File: src/rtl/skt_pkg.sv
// Package with the shared widths, codes and types of the sorted key table.
package skt_pkg;

  localparam int KEY_W   = 112;
  localparam int HI_W    = 64;
  localparam int LO_W    = 48;
  localparam int INDEX_W = 7;
  localparam int POS_W   = 7;
  localparam int COUNT_W = 8;
  localparam int DATA_W  = 32;
  localparam int ADDR_W  = 3;

  // Function codes of an input item.
  localparam logic FUNC_WRITE  = 1'b0;
  localparam logic FUNC_SEARCH = 1'b1;

  // Register index, taken from the word address bit of paddr.
  localparam logic REG_ENTRY_COUNT = 1'b0;

  typedef enum logic [1:0] {
    ST_IDLE,
    ST_PROBE,
    ST_DONE
  } skt_state_t;

endpackage

File: src/rtl/skt_cfg.sv
// APB register block holding the entry count.
module skt_cfg (
  input  logic                       clk,
  input  logic                       rst,
  input  logic                       psel,
  input  logic                       penable,
  input  logic                       pwrite,
  input  logic [skt_pkg::ADDR_W-1:0]  paddr,
  input  logic [skt_pkg::DATA_W-1:0]  pwdata,
  output logic [skt_pkg::DATA_W-1:0]  prdata,
  output logic                       pready,
  output logic [skt_pkg::COUNT_W-1:0] entry_count
);
  import skt_pkg::*;

  logic wr_en;

  assign pready = 1'b1;
  assign wr_en  = psel & penable & pwrite & pready;

  always_ff @(posedge clk) begin
    if (rst) begin
      entry_count <= '0;
    end else if (wr_en && paddr[2] == REG_ENTRY_COUNT) begin
      entry_count <= pwdata[COUNT_W-1:0];
    end
  end

  always_comb begin
    if (paddr[2] == REG_ENTRY_COUNT) begin
      prdata = DATA_W'(entry_count);
    end else begin
      prdata = '0;
    end
  end

endmodule

File: config.mk
export PLATFORM = sky130hd
export DESIGN_NAME = skt_cfg
export DESIGN_NICKNAME = d
export VERILOG_FILES = /design/src/rtl/skt_pkg.sv /design/src/rtl/skt_cfg.sv
export SDC_FILE = /design/constraint.sdc
export NUM_CORES = 1
export LEC_CHECK = 0
export ABC_AREA = 1
export BUFFER_PORTS_ARGS = -buffer_cell sky130_fd_sc_hd__clkbuf_2
export CAP_MARGIN = 5
export CORE_MARGIN = 4
export CORE_UTILIZATION = 35
export CTS_CLUSTER_SIZE = 30
export DETAILED_ROUTE_END_ITERATION = 8
export PLACE_DENSITY = 0.84
export SLEW_MARGIN = 20
export SYNTH_ARGS = -nofsm -noshare
export SYNTH_HDL_FRONTEND = slang
export SYNTH_SLANG_ARGS = --single-unit
File: constraint.sdc
create_clock -name clk -period 1.6 [get_ports clk]
set_input_delay 0.24 -clock clk [delete_from_list [all_inputs] [get_ports clk]]
set_output_delay 0.24 -clock clk [all_outputs]
set_load 0.01 [all_outputs]
# Yosys cells after proc, flatten, opt, wreduce, memory -nomap -nowiden

Cells that the tools add are included.
W data, S select, Z words.

Flip-flop bits (word level): 8
Latch bits: 0
Bits in writable memories: 0
Memory bits (read-only): 0
Bits of input ports: 40
Output and inout port bits: 41
Word-level logic and storage cells: 6
Memories: 0

Add/sub/neg operators: 0
Multiply operators: 0
Div/mod/pow operators: 0
$lt $le $gt $ge: 0
Equal/unequal tests: 0
Shift operators: 0
Mux-type cells: 1
Bitwise operators: 3
Reductions and logical operators: 1

Operator list:

| cell                | count |
|---|---|
| $mux W8             | 1 |
| $and A1 B1 Y1       | 2 |
| $logic_and A1 B1 Y1 | 1 |
| $not A1 Y1          | 1 |

# Logic depth before layout (Yosys ltp)

Depth in word-level cells: 3
Depth in mapped cells: 6
Mapped depth without buffers: 5

# Worst setup path before layout

Ideal clock, no wire load.

Path kind: register to output
Start point: reg entry_count[0] (netlist bit)
End point: out prdata[0] (netlist bit)
Arrival time: 0.598 ns
Data required time: 1.360 ns
Setup slack: 0.762 ns
Stages on the path, launching flop included: 3
Buffers on the path: 0
Cell sequence: dfxtp_1 > inv_1 > nor2_1

Longest elaborated chain between the ends: 1

RTL lines:

| item                   | RTL line      | text |
|---|---|---|
| start, declared        | skt_cfg.sv:12 | `output logic [skt_pkg::COUNT_W-1:0] entry_count` |
| start signal, assigned | skt_cfg.sv:25 | `entry_count <= pwdata[COUNT_W-1:0];` |
| $mux W8                | skt_cfg.sv:30 | `if (paddr[2] == REG_ENTRY_COUNT) begin` |
| end, declared          | skt_cfg.sv:10 | `output logic [skt_pkg::DATA_W-1:0] prdata,` |

Every way passes these cells.

# Worst setup path in the final report

Start point: reg entry_count[7] (netlist bit)
End point: out prdata[7] (netlist bit)

Same word-level chain as after synthesis.

==> results.py <==
metrics = {
    "run_status": {
        "status": "completed",
    },
    "cts": {
        "cts.reportedPaths.clkPinSlew_ns": 0.06,
        "cts_tree": "done",
        "cts_sinks": 8,
        "cts_root_buf": "clkbuf_4",
        "post_cts_buffers": 0,
        "postCtsHoldBufs": 0,
        "cts-resized-gates": 0,
        "cts.path.max_buffers": 2,
        "htreeDepth": 1,
        "clock_latency_ns": 0.26,
        "cts_buffers": 3,
    },
    "global_routing": {
        "overflow": 0,
        "antenna_found_initial": 0,
        "grt_pass1_vias": 472,
        "track_usage_pct": 9.54,
        "grt_max_degree": 11,
        "grt_first_pass_wirelength_um": 1860,
    },
    "detailed_routing": {
        "firstDrtPassIters": 3,
        "met2_length_um": 679,
        "vias": 566,
        "remaining_drc_errors": 0,
        "wl_met3_um": 150,
        "viasPerCell": 3.68,
        "detail_route.wl_per_cell_um": 8.32,
        "routed.top_layer": "met4",
        "wl_met1_um": 426,
        "postRouteAntennaNets": 0,
        "routed_wl_um": 1280,
        "drt_iter0_drc": 5,
    },
    "pwr": {
        "irDropWorstVdd_uv": 318,
        "power_density_nw_per_um2": 639,
        "p_int_uw": 327,
        "cellLeakagePower_nw": 0.467,
        "p_comb_share_pct": 22.8,
        "clkPwrFrac_pct": 33.2,
        "p_switching_uw": 156,
        "switching_share_pct": 32.2,
        "pwr-share-seq_pct": 44.0,
    },
    "synthesis": {
        "synth_top_area_cell": "buf_4",
        "ys_warn_count": 0,
        "seq_area_frac_synth_pct": 23.9,
        "yosys_register_bits": 8,
        "synthTopCellsByArea": "buf_4 (28%), dfxtp_1 (24%), inv_1 (10%)",
        "postSynthAreaPerCell_um2": 6.69,
        "postSynthCellCount": 100,
        "ys_types": 14,
        "netlist_area_um2": 669,
        "synth.top_cell.area_share_pct": 28.0,
    },
    "floorplanning": {
        "core.rowCount": 15,
        "initial_core_util_pct": 37.9,
        "fp.dieH_um": 51.7,
        "die_x_um": 51.7,
        "ioPinCount": 81,
        "die_area_um2": 2680,
        "coreArea_um2": 1760,
    },
    "timing": {
        "max_freq_mhz": 883,
        "finalMaxSlewViolations": 0,
        "timing.hold.ws_ns": 0.293,
        "final_hold_viol_count": 0,
        "min_period_over_period_pct": 70.8,
        "fin_setup_tns_ns": 0,
        "layout_min_cycle_time_ns": 1.13,
        "rsz0062_at_grt": "no",
        "finalSetupViolations": 0,
        "fin_worst_skew_ns": 0,
    },
    "worst_setup_path": {
        "cp.arrival_ns": 0.89,
        "critical-path-max-stage-delay_ns": 0.37,
        "worstPathBufferInverterCount": 2,
        "reg2reg_setup_slack_ns": 1.01,
        "crit_required_ns": 1.36,
        "crit_chain": "inv_1 > nor2_1 > clkbuf_2",
        "path_class": "flip-flop to primary output",
        "endpoint_kind": "primary output",
        "critical_path.slowest_cell": "dfxtp_1",
        "start_kind": "flip-flop",
        "cp_top_family": "flip-flops",
        "cp_max_fo": 3,
    },
    "run": {
        "max_cap_violations": 0,
    },
    "place": {
        "place.gp.congestion": 0.735,
        "port_buffers": 29,
        "dp_hpwl_um": 1090,
    },
    "final_layout": {
        "top_regs": "entry_count x8",
        "drive_gt1_share_pct": 34.9,
        "largest_reg_flops": 8,
        "regMostFlops": "entry_count",
        "final_nets": 171,
        "syn_to_final_growth_pct": 12.9,
        "diodes": 0,
    },
    "hold_path": {
        "min_path_type": "input port to flip-flop",
    },
}
power groups by stage:
| stage | combinational (mW) | sequential (mW) | clock (mW) |
|---|---|---|---|
| 2_1_floorplan | 0.120 | 0.220 | 0 |
| 3_3_place_gp | 0.107 | 0.217 | 0 |
| 3_5_place_dp | 0.109 | 0.217 | 0 |
| 4_1_cts | 0.109 | 0.213 | 0.166 |
| 5_1_grt | 0.123 | 0.214 | 0.173 |
| 6_report | 0.110 | 0.213 | 0.160 |
worst min-delay path: cells and delay by family:
family	cells	cell delay, ns
and+or+nand+nor	3	0.18
buffers and inverters	2	0.10
cell families (layout without fill, tap and decap cells):
family	Yosys count	in the layout	synth area share, %
buf+inv	46	52	41.1
flops	8	8	23.9
other cells	2	25	1.12
simple gates	44	44	33.8
cell usage after synthesis:
cell	n
conb_1	2
dfxtp_1	8
nor2_1	16
buf_6	1
buf_4	25
nand2_1	9
clkinv_2	1
inv_2	1
nor2_8	1
nand2_4	1
nor2_2	8
nor2_4	1
nand3_1	8
inv_1	18
cell type report:
type | instances | area, um2
clock buffer | 3 | 22.5
fill | 206 | 1010
inverter | 20 | 76.3
multi-input combinational | 69 | 320
sequential | 8 | 160
tap | 25 | 31.3
timing repair buffer | 29 | 145
per-stage QoR:
stage	utilization [%]	cells	power [mW]	area [um2]	setup slack, ns
5_1_grt	42.8	154	0.510	756	0.379
4_1_cts	42.8	154	0.488	756	0.448
3_5_place_dp	41.6	151	0.327	733	0.595
3_3_place_gp	41.6	151	0.324	733	0.626
6_report	42.8	154	0.483	756	0.467
2_1_floorplan	-	123	0.340	756	0.762
cell usage in the layout (no fill, tap or decap):
cell type	instances
inv_1	18
nand2_4	1
inv_2	1
nor2_4	1
nand2_1	9
conb_1	25
dfxtp_1	8
clkbuf_4	3
clkinv_2	1
clkbuf_2	29
nor2_1	16
nand3_1	8
nor2_2	8
nor2_8	1
path summary, 6_finish.rpt:
check,startpoint,to,depth (start not counted)
max reg2reg,entry_count[6]$_SDFFE_PP0P_,entry_count[6]$_SDFFE_PP0P_,2
min reg2reg,entry_count[2]$_SDFFE_PP0P_,entry_count[2]$_SDFFE_PP0P_,2
min,pwdata[2],entry_count[2]$_SDFFE_PP0P_,5
max,entry_count[7]$_SDFFE_PP0P_,prdata[7],3
metal layers:
metal,vias up,GRT usage (%)
li1,294,-
met1,238,8.87
met2,31,17.6
met3,3,3.72
met4,0,5.24
met5,-,0
(Power assumes the default switching activity.)
