--- src/rtl/skt_pkg.sv ---
// Package with the shared widths, codes and types of the sorted key table.
package skt_pkg;

  localparam int KEY_W   = 112;
  localparam int HI_W    = 64;
  localparam int LO_W    = 48;
  localparam int INDEX_W = 7;
  localparam int POS_W   = 7;
  localparam int COUNT_W = 8;
  localparam int DATA_W  = 32;
  localparam int ADDR_W  = 3;

  // Function codes of an input item.
  localparam logic FUNC_WRITE  = 1'b0;
  localparam logic FUNC_SEARCH = 1'b1;

  // Register index, taken from the word address bit of paddr.
  localparam logic REG_ENTRY_COUNT = 1'b0;

  typedef enum logic [1:0] {
    ST_IDLE,
    ST_PROBE,
    ST_DONE
  } skt_state_t;

endpackage

--- src/rtl/skt_if.sv ---
// Handshake interfaces for the input items and the result items.
interface skt_in_if;
  import skt_pkg::*;
  logic               valid;
  logic               ready;
  logic               func;
  logic [INDEX_W-1:0] index;
  logic [HI_W-1:0]    key_hi;
  logic [LO_W-1:0]    key_lo;

  modport source (output valid, output func, output index, output key_hi, output key_lo,
                  input ready);
  modport sink   (input valid, input func, input index, input key_hi, input key_lo,
                  output ready);
endinterface

interface skt_out_if;
  import skt_pkg::*;
  logic             valid;
  logic             ready;
  logic             found;
  logic [POS_W-1:0] position;

  modport source (output valid, output found, output position, input ready);
  modport sink   (input valid, input found, input position, output ready);
endinterface

--- src/rtl/skt_ctrl.sv ---
// Search sequencer: key canonicalizing, probe loop over the table and result register.
module skt_ctrl #(
  parameter int TABLE_DEPTH = 128,
  parameter int KEY_BYTES   = 14,
  parameter int AW          = 7
) (
  input  logic                        clk,
  input  logic                        rst,
  skt_in_if.sink                      req,
  skt_out_if.source                   rsp,
  input  logic [skt_pkg::COUNT_W-1:0] entry_count,
  output logic                        mem_we,
  output logic [AW-1:0]               mem_waddr,
  output logic [skt_pkg::KEY_W-1:0]   mem_wdata,
  output logic [AW-1:0]               mem_raddr,
  input  logic [skt_pkg::KEY_W-1:0]   mem_rdata
);
  import skt_pkg::*;

  localparam int CW = $clog2(TABLE_DEPTH + 1);
  localparam int EW = (CW > COUNT_W) ? CW : COUNT_W;
  localparam int RW = INDEX_W + CW;
  localparam int NBYTES = KEY_W / 8;

  // Zero every byte after the first zero byte and every byte past the key length.
  function automatic logic [KEY_W-1:0] canon_key(input logic [KEY_W-1:0] k);
    logic [KEY_W-1:0] r;
    logic             ended;
    r     = k;
    ended = 1'b0;
    for (int j = 0; j < NBYTES; j++) begin
      if (j >= KEY_BYTES) begin
        ended = 1'b1;
      end
      if (ended) begin
        r[KEY_W-1-8*j -: 8] = 8'h00;
      end else if (k[KEY_W-1-8*j -: 8] == 8'h00) begin
        ended = 1'b1;
      end
    end
    return r;
  endfunction

  // Index modulo the table depth by restoring compare and subtract.
  function automatic logic [AW-1:0] wrap_index(input logic [INDEX_W-1:0] idx);
    logic [RW-1:0] r;
    r = RW'(idx);
    for (int i = INDEX_W - 1; i >= 0; i--) begin
      if (r >= (RW'(TABLE_DEPTH) << i)) begin
        r = r - (RW'(TABLE_DEPTH) << i);
      end
    end
    return AW'(r);
  endfunction

  // Floor midpoint of the half-open range [a, b); b is above a.
  function automatic logic [AW-1:0] midpoint(input logic [CW-1:0] a, input logic [CW-1:0] b);
    logic [CW:0] s;
    s = (CW + 1)'(a) + (CW + 1)'(b) - (CW + 1)'(1);
    return AW'(s >> 1);
  endfunction

  skt_state_t       state, state_next;
  logic [KEY_W-1:0] key_c;
  logic [KEY_W-1:0] key_r;
  logic [CW-1:0]    lo, hi;
  logic [CW-1:0]    lo_next, hi_next;
  logic [CW-1:0]    cnt;
  logic [AW-1:0]    mid_r;
  logic [EW-1:0]    ec_ext;
  logic             accept;
  logic             is_search;
  logic             eq, lt, cont;
  logic             slot_free;
  logic             load_out;
  logic             res_found;
  logic [POS_W-1:0] res_pos;
  logic             out_valid;
  logic             out_found;
  logic [POS_W-1:0] out_pos;

  assign ec_ext = EW'(entry_count);
  assign cnt    = (ec_ext > EW'(TABLE_DEPTH)) ? CW'(TABLE_DEPTH) : CW'(ec_ext);

  assign accept    = req.valid & req.ready;
  assign is_search = (req.func == FUNC_SEARCH);
  assign key_c     = canon_key({req.key_hi, req.key_lo});

  assign mem_we    = accept & ~is_search;
  assign mem_waddr = wrap_index(req.index);
  assign mem_wdata = key_c;

  assign eq   = (mem_rdata == key_r);
  assign lt   = (mem_rdata < key_r);
  assign lo_next = lt ? (CW'(mid_r) + CW'(1)) : lo;
  assign hi_next = lt ? hi : CW'(mid_r);
  assign cont = ~eq & (lo_next < hi_next);

  assign slot_free = ~out_valid | rsp.ready;

  // Next state.
  always_comb begin
    state_next = state;
    case (state)
      ST_IDLE: begin
        if (accept && is_search) begin
          state_next = (cnt == '0) ? ST_DONE : ST_PROBE;
        end
      end
      ST_PROBE: begin
        if (!cont) begin
          state_next = ST_DONE;
        end
      end
      ST_DONE: begin
        if (slot_free) begin
          state_next = ST_IDLE;
        end
      end
      default: state_next = ST_IDLE;
    endcase
  end

  // Outputs of the sequencer.
  always_comb begin
    req.ready = 1'b0;
    load_out  = 1'b0;
    mem_raddr = midpoint(lo_next, hi_next);
    case (state)
      ST_IDLE: begin
        req.ready = 1'b1;
        mem_raddr = midpoint('0, cnt);
      end
      ST_PROBE: begin
        mem_raddr = midpoint(lo_next, hi_next);
      end
      ST_DONE: begin
        load_out = slot_free;
      end
      default: begin
        req.ready = 1'b0;
      end
    endcase
  end

  always_ff @(posedge clk) begin
    if (rst) begin
      state <= ST_IDLE;
    end else begin
      state <= state_next;
    end
  end

  always_ff @(posedge clk) begin
    if (state == ST_IDLE && accept && is_search) begin
      key_r     <= key_c;
      lo        <= '0;
      hi        <= cnt;
      mid_r     <= mem_raddr;
      res_found <= 1'b0;
      res_pos   <= '0;
    end else if (state == ST_PROBE) begin
      lo    <= lo_next;
      hi    <= hi_next;
      mid_r <= mem_raddr;
      if (eq) begin
        res_found <= 1'b1;
        res_pos   <= POS_W'(mid_r);
      end
    end
  end

  always_ff @(posedge clk) begin
    if (rst) begin
      out_valid <= 1'b0;
    end else if (load_out) begin
      out_valid <= 1'b1;
    end else if (rsp.ready) begin
      out_valid <= 1'b0;
    end
  end

  always_ff @(posedge clk) begin
    if (load_out) begin
      out_found <= res_found;
      out_pos   <= res_pos;
    end
  end

  assign rsp.valid    = out_valid;
  assign rsp.found    = out_found;
  assign rsp.position = out_pos;

  a_write_only_idle: assert property (@(posedge clk) disable iff (rst)
    mem_we |-> (state == ST_IDLE))
    else $error("table write outside idle");

  a_probe_range: assert property (@(posedge clk) disable iff (rst)
    (state == ST_PROBE) |-> (lo < hi) && (CW'(mid_r) >= lo) && (CW'(mid_r) < hi))
    else $error("probe index outside search range");

  a_search_leaves_idle: assert property (@(posedge clk) disable iff (rst)
    (accept && is_search) |=> (state != ST_IDLE))
    else $error("search item did not start a search");

  a_done_delivers: assert property (@(posedge clk) disable iff (rst)
    (state == ST_DONE && slot_free) |=> (rsp.valid && state == ST_IDLE))
    else $error("finished search not moved to the output register");

endmodule
--- src/flat_wrapper.sv ---
// flat-port wrapper written by rule: the top's interface ports become plain ports
module skt_ctrl_flat import skt_pkg::*;
#(
  parameter int TABLE_DEPTH = 128,
  parameter int KEY_BYTES   = 14,
  parameter int AW          = 7
)
  (clk, rst, entry_count, mem_we, mem_waddr, mem_wdata, mem_raddr, mem_rdata, req_valid, req_func, req_index, req_key_hi, req_key_lo, req_ready, rsp_valid, rsp_found, rsp_position, rsp_ready);
  skt_in_if req_i ();
  skt_out_if rsp_i ();
  input  logic clk;
  input  logic rst;
  input  logic [skt_pkg::COUNT_W-1:0] entry_count;
  output logic mem_we;
  output logic [AW-1:0] mem_waddr;
  output logic [skt_pkg::KEY_W-1:0] mem_wdata;
  output logic [AW-1:0] mem_raddr;
  input  logic [skt_pkg::KEY_W-1:0] mem_rdata;
  input wire logic [$bits(req_i.valid)-1:0] req_valid;
  input wire logic [$bits(req_i.func)-1:0] req_func;
  input wire logic [$bits(req_i.index)-1:0] req_index;
  input wire logic [$bits(req_i.key_hi)-1:0] req_key_hi;
  input wire logic [$bits(req_i.key_lo)-1:0] req_key_lo;
  output wire logic [$bits(req_i.ready)-1:0] req_ready;
  output wire logic [$bits(rsp_i.valid)-1:0] rsp_valid;
  output wire logic [$bits(rsp_i.found)-1:0] rsp_found;
  output wire logic [$bits(rsp_i.position)-1:0] rsp_position;
  input wire logic [$bits(rsp_i.ready)-1:0] rsp_ready;
  assign req_i.valid = req_valid;
  assign req_i.func = req_func;
  assign req_i.index = req_index;
  assign req_i.key_hi = req_key_hi;
  assign req_i.key_lo = req_key_lo;
  assign req_ready = req_i.ready;
  assign rsp_valid = rsp_i.valid;
  assign rsp_found = rsp_i.found;
  assign rsp_position = rsp_i.position;
  assign rsp_i.ready = rsp_ready;
  skt_ctrl #(.TABLE_DEPTH(TABLE_DEPTH), .KEY_BYTES(KEY_BYTES), .AW(AW)) u_core (.clk(clk), .rst(rst), .req(req_i), .rsp(rsp_i), .entry_count(entry_count), .mem_we(mem_we), .mem_waddr(mem_waddr), .mem_wdata(mem_wdata), .mem_raddr(mem_raddr), .mem_rdata(mem_rdata));
endmodule
--- config.mk ---
export PLATFORM = sky130hd
export DESIGN_NAME = skt_ctrl_flat
export DESIGN_NICKNAME = d
export VERILOG_FILES = /design/src/rtl/skt_pkg.sv /design/src/rtl/skt_if.sv /design/src/rtl/skt_ctrl.sv /design/src/flat_wrapper.sv
export SDC_FILE = /design/constraint.sdc
export NUM_CORES = 1
export LEC_CHECK = 0
export ABC_AREA = 1
export BUFFER_PORTS_ARGS = -buffer_cell sky130_fd_sc_hd__clkbuf_2
export CAP_MARGIN = 40
export CORE_MARGIN = 5
export CORE_UTILIZATION = 35
export CTS_BUF_LIST = sky130_fd_sc_hd__clkbuf_4 sky130_fd_sc_hd__clkbuf_8 sky130_fd_sc_hd__clkbuf_16
export CTS_CLUSTER_DIAMETER = 100
export DETAILED_ROUTE_END_ITERATION = 16
export SKIP_CTS_REPAIR_TIMING = 1
export SLEW_MARGIN = 0
export SYNTH_ARGS = -nofsm -noshare
export SYNTH_HDL_FRONTEND = slang
export SYNTH_SLANG_ARGS = --single-unit
--- constraint.sdc ---
create_clock -name clk -period 5 [get_ports clk]
set_input_delay 0.5 -clock clk [delete_from_list [all_inputs] [get_ports clk]]
set_output_delay 0.5 -clock clk [all_outputs]
set_load 0.1 [all_outputs]
**Yosys cells after proc, flatten, opt, wreduce, memory -nomap -nowiden**

Cells that the tools add are included.

- Bits in registers: 154
- Bits of input ports: 244
- Output and inout port bits: 137

- Add/subtract/negate cells: 4
- Magnitude comparators: 3
- Eq/ne operators: 6
- Mux-type cells: 55
- Bitwise operators: 7
- Reduce and logical (&&, ||, !) cells: 22

Operators by type and width:

| operator | count |
|---|---|
| 2-to-1 mux 8 bit | 18 |
| == test 112 bit | 1 |
| logical NOT 8 bit | 14 |
| < comparator 112 bit | 1 |
| 2-to-1 mux 1 bit | 29 |
| 2-to-1 mux 7 bit | 3 |
| subtractor 8 x 1 -> 8 bit, second input constant | 2 |
| adder 7 x 1 -> 8 bit, second input constant | 1 |
| adder 8 bit | 1 |
| > comparator 8 bit, second input constant | 1 |
| < comparator 8 bit | 1 |
| 2-to-1 mux 2 bit | 4 |
| case mux 2 bit (3 select lines) | 1 |
| inequality test 2 x 1 -> 1 bit, second input constant | 2 |
| nonzero test 2 bit | 2 |
| AND 1 bit | 3 |
| logical AND 1 bit | 3 |
| inverter 1 bit | 3 |
| AND reduction 3 bit | 1 |
| == test 2 x 1 -> 1 bit, second input constant | 1 |
| == test 2 bit, second input constant | 1 |
| logical NOT 2 bit | 1 |
| inequality test 2 bit, second input constant | 1 |
| AND reduction 2 bit | 1 |
| bitwise OR 1 bit | 1 |

**Logic depth before layout (Yosys ltp)**

- Word-level depth: 15
- Mapped depth: 31
- Gate-level depth less buffers: 30

**Worst setup path after synthesis**

OpenSTA, ideal clock, no wires.

- Path kind: flip-flop to flip-flop
- From: register u_core.state[0]
- To: register u_core.hi[3] (data pin)
- Library setup time: 426 ps
- Data arrival time: 5774 ps
- Setup slack: -1200 ps
- Cell stages (with the launch flop): 6
- Period minus slack after synthesis: 6200 ps
- Cells stage by stage: dfxtp_1 > nor2_1 > nand3_1 > inv_1 > clkbuf_1 > o21ai_0

- Longest elaborated chain between the ends: 6

Ends and longest elaborated chain:

| item | line | text |
|---|---|---|
| start: declaration | skt_ctrl.sv:63 | `skt_state_t state, state_next;` |
| start signal: assignment | skt_ctrl.sv:150 | `state <= state_next;` |
| logical NOT 2 bit | skt_ctrl.sv:129 | `case (state)` |
| 2-to-1 mux 1 bit | skt_ctrl.sv:129 |  |
| net req_ready | flat_wrapper.sv:24 | `output wire logic [$bits(req_i.ready)-1:0] req_ready;` |
| AND 1 bit | skt_ctrl.sv:85 | `assign accept = req.valid & req.ready;` |
| logical AND 1 bit (2 in series) | skt_ctrl.sv:155 | `if (state == ST_IDLE && accept && is_search) begin` |
| 2-to-1 mux 8 bit | skt_ctrl.sv:155 |  |
| end signal: assignment | skt_ctrl.sv:158 | `hi <= cnt;` |
| end signal: assignment | skt_ctrl.sv:164 | `hi <= hi_next;` |
| end: declaration | skt_ctrl.sv:66 | `logic [CW-1:0] lo, hi;` |

The timed path passes the listed nets, and every way through them passes these cells.
A chain may end at the register's enable or synchronous reset.

**Worst setup path after layout**

- From: register u_core.key_r[102]
- To: output port mem_raddr[6]

- Longest elaborated chain between the ends: 5

Ends and longest elaborated chain:

| item | line | text |
|---|---|---|
| start: declaration | skt_ctrl.sv:65 | `logic [KEY_W-1:0] key_r;` |
| start signal: assignment | skt_ctrl.sv:156 | `key_r <= key_c;` |
| < comparator 112 bit | skt_ctrl.sv:94 | `assign lt = (mem_rdata < key_r);` |
| 2-to-1 mux 8 bit | skt_ctrl.sv:95 | `assign lo_next = lt ? (CW'(mid_r) + CW'(1)) : lo;` |
| net u_core.lo_next[1] | skt_ctrl.sv:67 | `logic [CW-1:0] lo_next, hi_next;` |
| adder 8 bit | skt_ctrl.sv:59 | `s = (CW + 1)'(a) + (CW + 1)'(b) - (CW + 1)'(1);` |
| subtractor 8 x 1 -> 8 bit | skt_ctrl.sv:59 |  |
| 2-to-1 mux 7 bit | -- |  |
| end: declaration | flat_wrapper.sv:17 | `output logic [AW-1:0] mem_raddr;` |

The timed path passes the listed nets, and every way through them passes these cells.

==> results.md <==
Worst setup path:
- The slowest cell on the critical path is sky130_fd_sc_hd__nor4_4.
- The critical path is of the reg2out type.
- Along the worst path, the maximum fanout reaches 7.
- For the worst setup path, the data required time is 4.50 ns.
- The setup slack on the worst flop-to-flop path is 1.08 ns.
- The delay of the slowest cell on the worst path is 0.37 ns.
- The worst setup path is launched from a flop.
- The worst register-to-register path has a depth of 25.
- The worst register-to-register path ends at u_core.mid_r[6].
- The worst register-to-register path begins at u_core.key_r[102].
- The family with the most delay on the worst path is simple AND/OR/NAND/NOR gates.
- The cell repeated most along the worst path is sky130_fd_sc_hd__nand2_4.
- The number of buffers and inverters on the critical path is 4.
- Data on the critical path arrives at its endpoint at 4.38 ns.
- The kind of capture point of the worst setup path is a primary output.

STA:
- The fmax is approximately 210 MHz.
- Between clock sinks in the finished design, the worst skew comes to around 0.016 ns.
- Setup violations remaining at the end of the flow were counted as 0.
- The sum of negative setup slack is 0 ns.
- At the pin with the least slew margin, the transition time is about 0.76 ns.
- Measured against its own limit, the worst slew margin works out to 49.0%.
- The clock period minus worst slack is between 4 and 5 ns.
- Dividing the final minimum period by the clock period gives a little over nine tenths.
- The number of slew-limit violations in the final report is 0.
- The final hold violation count came to 0.

Worst hold path:
- The path with the worst hold slack has its endpoint at u_core.key_r[110].
- The hold path startpoint is req_key_hi[62].
- Counting instances, the worst hold path has a depth of 1.
- The worst hold path belongs to the class in2reg.

Logic synthesis:
- Of the synthesized area, sequential elements account for ~44%.
- Summed over all instances, the cell type with the most area after synthesis is sky130_fd_sc_hd__edfxtp_1.
- The post-synthesis instance total is 1194.
- In this run, synthesis produced a sequential element count of 154.
- The leading register cell type out of synthesis is sky130_fd_sc_hd__edfxtp_1.
- By area the synthesized netlist is led by sky130_fd_sc_hd__edfxtp_1, sky130_fd_sc_hd__ha_1, sky130_fd_sc_hd__inv_1.
- The number of warnings reported in the yosys synthesis log is 0.
- Synthesis produced a netlist with a net count of 1572.
- By instance count, the leading cell after synthesis is sky130_fd_sc_hd__inv_1.
- The fraction of registers with async set/reset is 0%.
- Counting flops with a built-in enable in the synthesized netlist gives roughly 140.
- Synthesis instantiated 41 different standard cells from the library.
- The fraction of synthesized cell area taken by the top area cell type is between 40% and 50%.
- The post-synthesis area per instance is approximately 8.4 um^2.
- The area of the mapped netlist is 10100 um^2.
- After synthesis, the most frequently instantiated cells are sky130_fd_sc_hd__inv_1, sky130_fd_sc_hd__nand2_1, sky130_fd_sc_hd__nor2_1.

Clock network:
- After clock tree synthesis, the clock-pin slew on the worst setup and hold paths is 0.07 ns.
- TritonCTS created 17 clock buffers.
- The number of sinks on the clock net is 154.
- The number of buffers between clock root and the deepest sink is 2.
- The worst-skew pair later-pin latency is between 0.4 and 0.5 ns.
- The clock tree synthesis step divided the H-tree into 4 levels.
- CTS placed an instance of sky130_fd_sc_hd__clkbuf_16 at the clock tree root.
- TritonCTS built the clock tree.

Finish:
- The net count of the finished layout is 1961.
- The number of inserted diodes is 0.
- The sequential standard cell area is 4430 um^2.
- Summing all multi-input logic gate instances after layout gives 4920 um^2.
- The relative area change from synthesis to final layout is 36.1%.
- The final cell area excluding filler cells is 13700 um^2.
- The final-layout fill cell count is approximately 2.8k.
- The fraction of layout cells with a size suffix above 1 is between 30% and 40%.

Detailed routing:
- The final routed wire length divided by cell count is roughly 15 um.
- The number of DRC violations after detailed-routing iteration 0 is approximately 310.
- Wires add up to around 29 mm.
- The total number of vias is between 9k and 10k.
- The detail route stage leaves a number of antenna-violating nets equal to 0.
- The DRC violation count after routing is 0.
- The via-per-instance ratio is 4.57.
- The first-pass detailed-route iteration total is 5.

Placement:
- The detailed-placement wirelength estimate is 24.2 mm.
- Buffers placed on the I/O ports in this run total 366.
- The routability congestion estimate from global placement is 0.946.
- The placement-stage cell area is 12600 um^2.

Power and ir drop:
- The peak supply drop is 0.866 mV.
- The static leakage is 7.22 nW.
- The power density over the cells is 482 nW/um^2.

Floorplan:
- Once the floorplan was initialized, standard cells occupied 35.3% of the core.
- The row count is 62.
- Pin placement for this block handled 381 I/O pins.
- The die area is 32300 um^2.
- The total core area is 28500 um^2.
- The vertical die dimension is 180 um.
- The width of the die is between 150 and 200 um.

GRT:
- The first-pass GRT wire length is 45.2 mm.
- The all-layer global routing usage is 17.3%.
- Entering global routing, the biggest net connects 54 pins.
- For this run the aggregate overflow at the end of global routing stands at 0.
- The number of global-route vias before repair is 8913.
- The initial antenna violation count is 3.

Outcome:
- The flow ran to the end, and the final reports show no timing, DRC or antenna violations.

Run:
- The max-capacitance violation count is 0.
routing by layer:
layer	wire length (um)	up-vias	share of wire [%]	GRT usage, %
met5	41	-	0.14	0
met4	740	6	2.5	5.52
met3	1810	53	6.2	4.71
met2	14300	291	49	30.0
met1	12100	4086	42	20.9
li1	-	4609	-	-
logic make-up after synthesis:
| logic type | share of synthesized area [%] |
|---|---|
| compound gates | 7.95 |
| flops | 44.0 |
| xor+xnor | 1.04 |
| fa+ha+maj | 16.7 |
| simple gates | 17.8 |
| buf+inv | 12.5 |
metrics by stage:
stage / total power [mW] / utilization (%) / cells / worst slack (ns) / hold WS (ns)
6_report: 6.61 / 48.0 / 1980 / 0.124 / 0.292
5_1_grt: 7.03 / 48.0 / 1980 / -0.144 / 0.276
4_1_cts: 6.27 / 46.2 / 1970 / -0.209 / 0.271
3_5_place_dp: 4.97 / 44.2 / 1938 / 0.0336 / 0.411
3_3_place_gp: 4.94 / 44.2 / 1936 / 0.0636 / 0.410
2_1_floorplan: 4.11 / - / 1194 / -0.750 / 0.403
layout by cell type (no fill, tap or decap), types with 7 or more instances in the layout:
cell                          n
sky130_fd_sc_hd__o21ai_2      9
sky130_fd_sc_hd__ha_4        22
sky130_fd_sc_hd__clkbuf_2   359
sky130_fd_sc_hd__a21oi_1     60
sky130_fd_sc_hd__nand4_1      8
sky130_fd_sc_hd__clkbuf_16   20
sky130_fd_sc_hd__a21oi_2      8
sky130_fd_sc_hd__inv_2        7
sky130_fd_sc_hd__nor2_1     153
sky130_fd_sc_hd__buf_4       22
sky130_fd_sc_hd__nand3_1     28
sky130_fd_sc_hd__nor3_1       9
sky130_fd_sc_hd__xor2_1       9
sky130_fd_sc_hd__ha_1       110
sky130_fd_sc_hd__nor2_2       7
sky130_fd_sc_hd__o21ai_0     35
sky130_fd_sc_hd__nand2_2     13
sky130_fd_sc_hd__edfxtp_1   135
sky130_fd_sc_hd__nor4_1      18
sky130_fd_sc_hd__inv_1      287
sky130_fd_sc_hd__dfxtp_1     19
sky130_fd_sc_hd__nand2_1    176
sky130_fd_sc_hd__buf_12       8
state kept, by name (all words and copies together), names as in the netlist:
name and flops:
u_core.hi 8, u_core.key_r 112, u_core.lo 8, u_core.mid_r 7, u_core.res_found 1, u_core.res_pos 7, u_core.rsp.found 1, u_core.rsp.position 7
u_core.rsp.valid 1, u_core.state 2
where the power goes:
part / total (mW) / switching [mW] / internal [mW] / leakage [nW]
Clock: 1.25 / 0.542 / 0.711 / 0.285
Sequential: 1.78 / 0.0895 / 1.69 / 1.41
Combinational: 3.58 / 2.35 / 1.23 / 5.52
Total: 6.61 / 2.98 / 3.63 / 7.22
how the worst max path moves through the flow:
stage                      start         endpoint  slack (ns)  depth (start not counted)
6_report       u_core.key_r[102]     mem_raddr[6]        0.12                         26
5_1_grt         u_core.key_r[95]     mem_raddr[6]       -0.14                         26
4_1_cts        u_core.key_r[101]     mem_raddr[6]       -0.21                         26
3_5_place_dp       mem_rdata[71]     mem_raddr[6]        0.03                         24
3_3_place_gp      mem_rdata[103]     mem_raddr[6]        0.06                         26
2_1_floorplan      mem_rdata[77]  u_core.mid_r[4]       -0.75                         19
final cells by class:
cell class | count | area share [%]
flip-flops and latches | 154 | 32.3
well taps | 384 | 3.50
clock inverters | 10 | 0.566
repair buffers | 393 | 15.9
inverters | 296 | 8.15
multi-input cells | 721 | 35.9
clock buffers | 22 | 3.59
(Power assumes the default switching activity.)
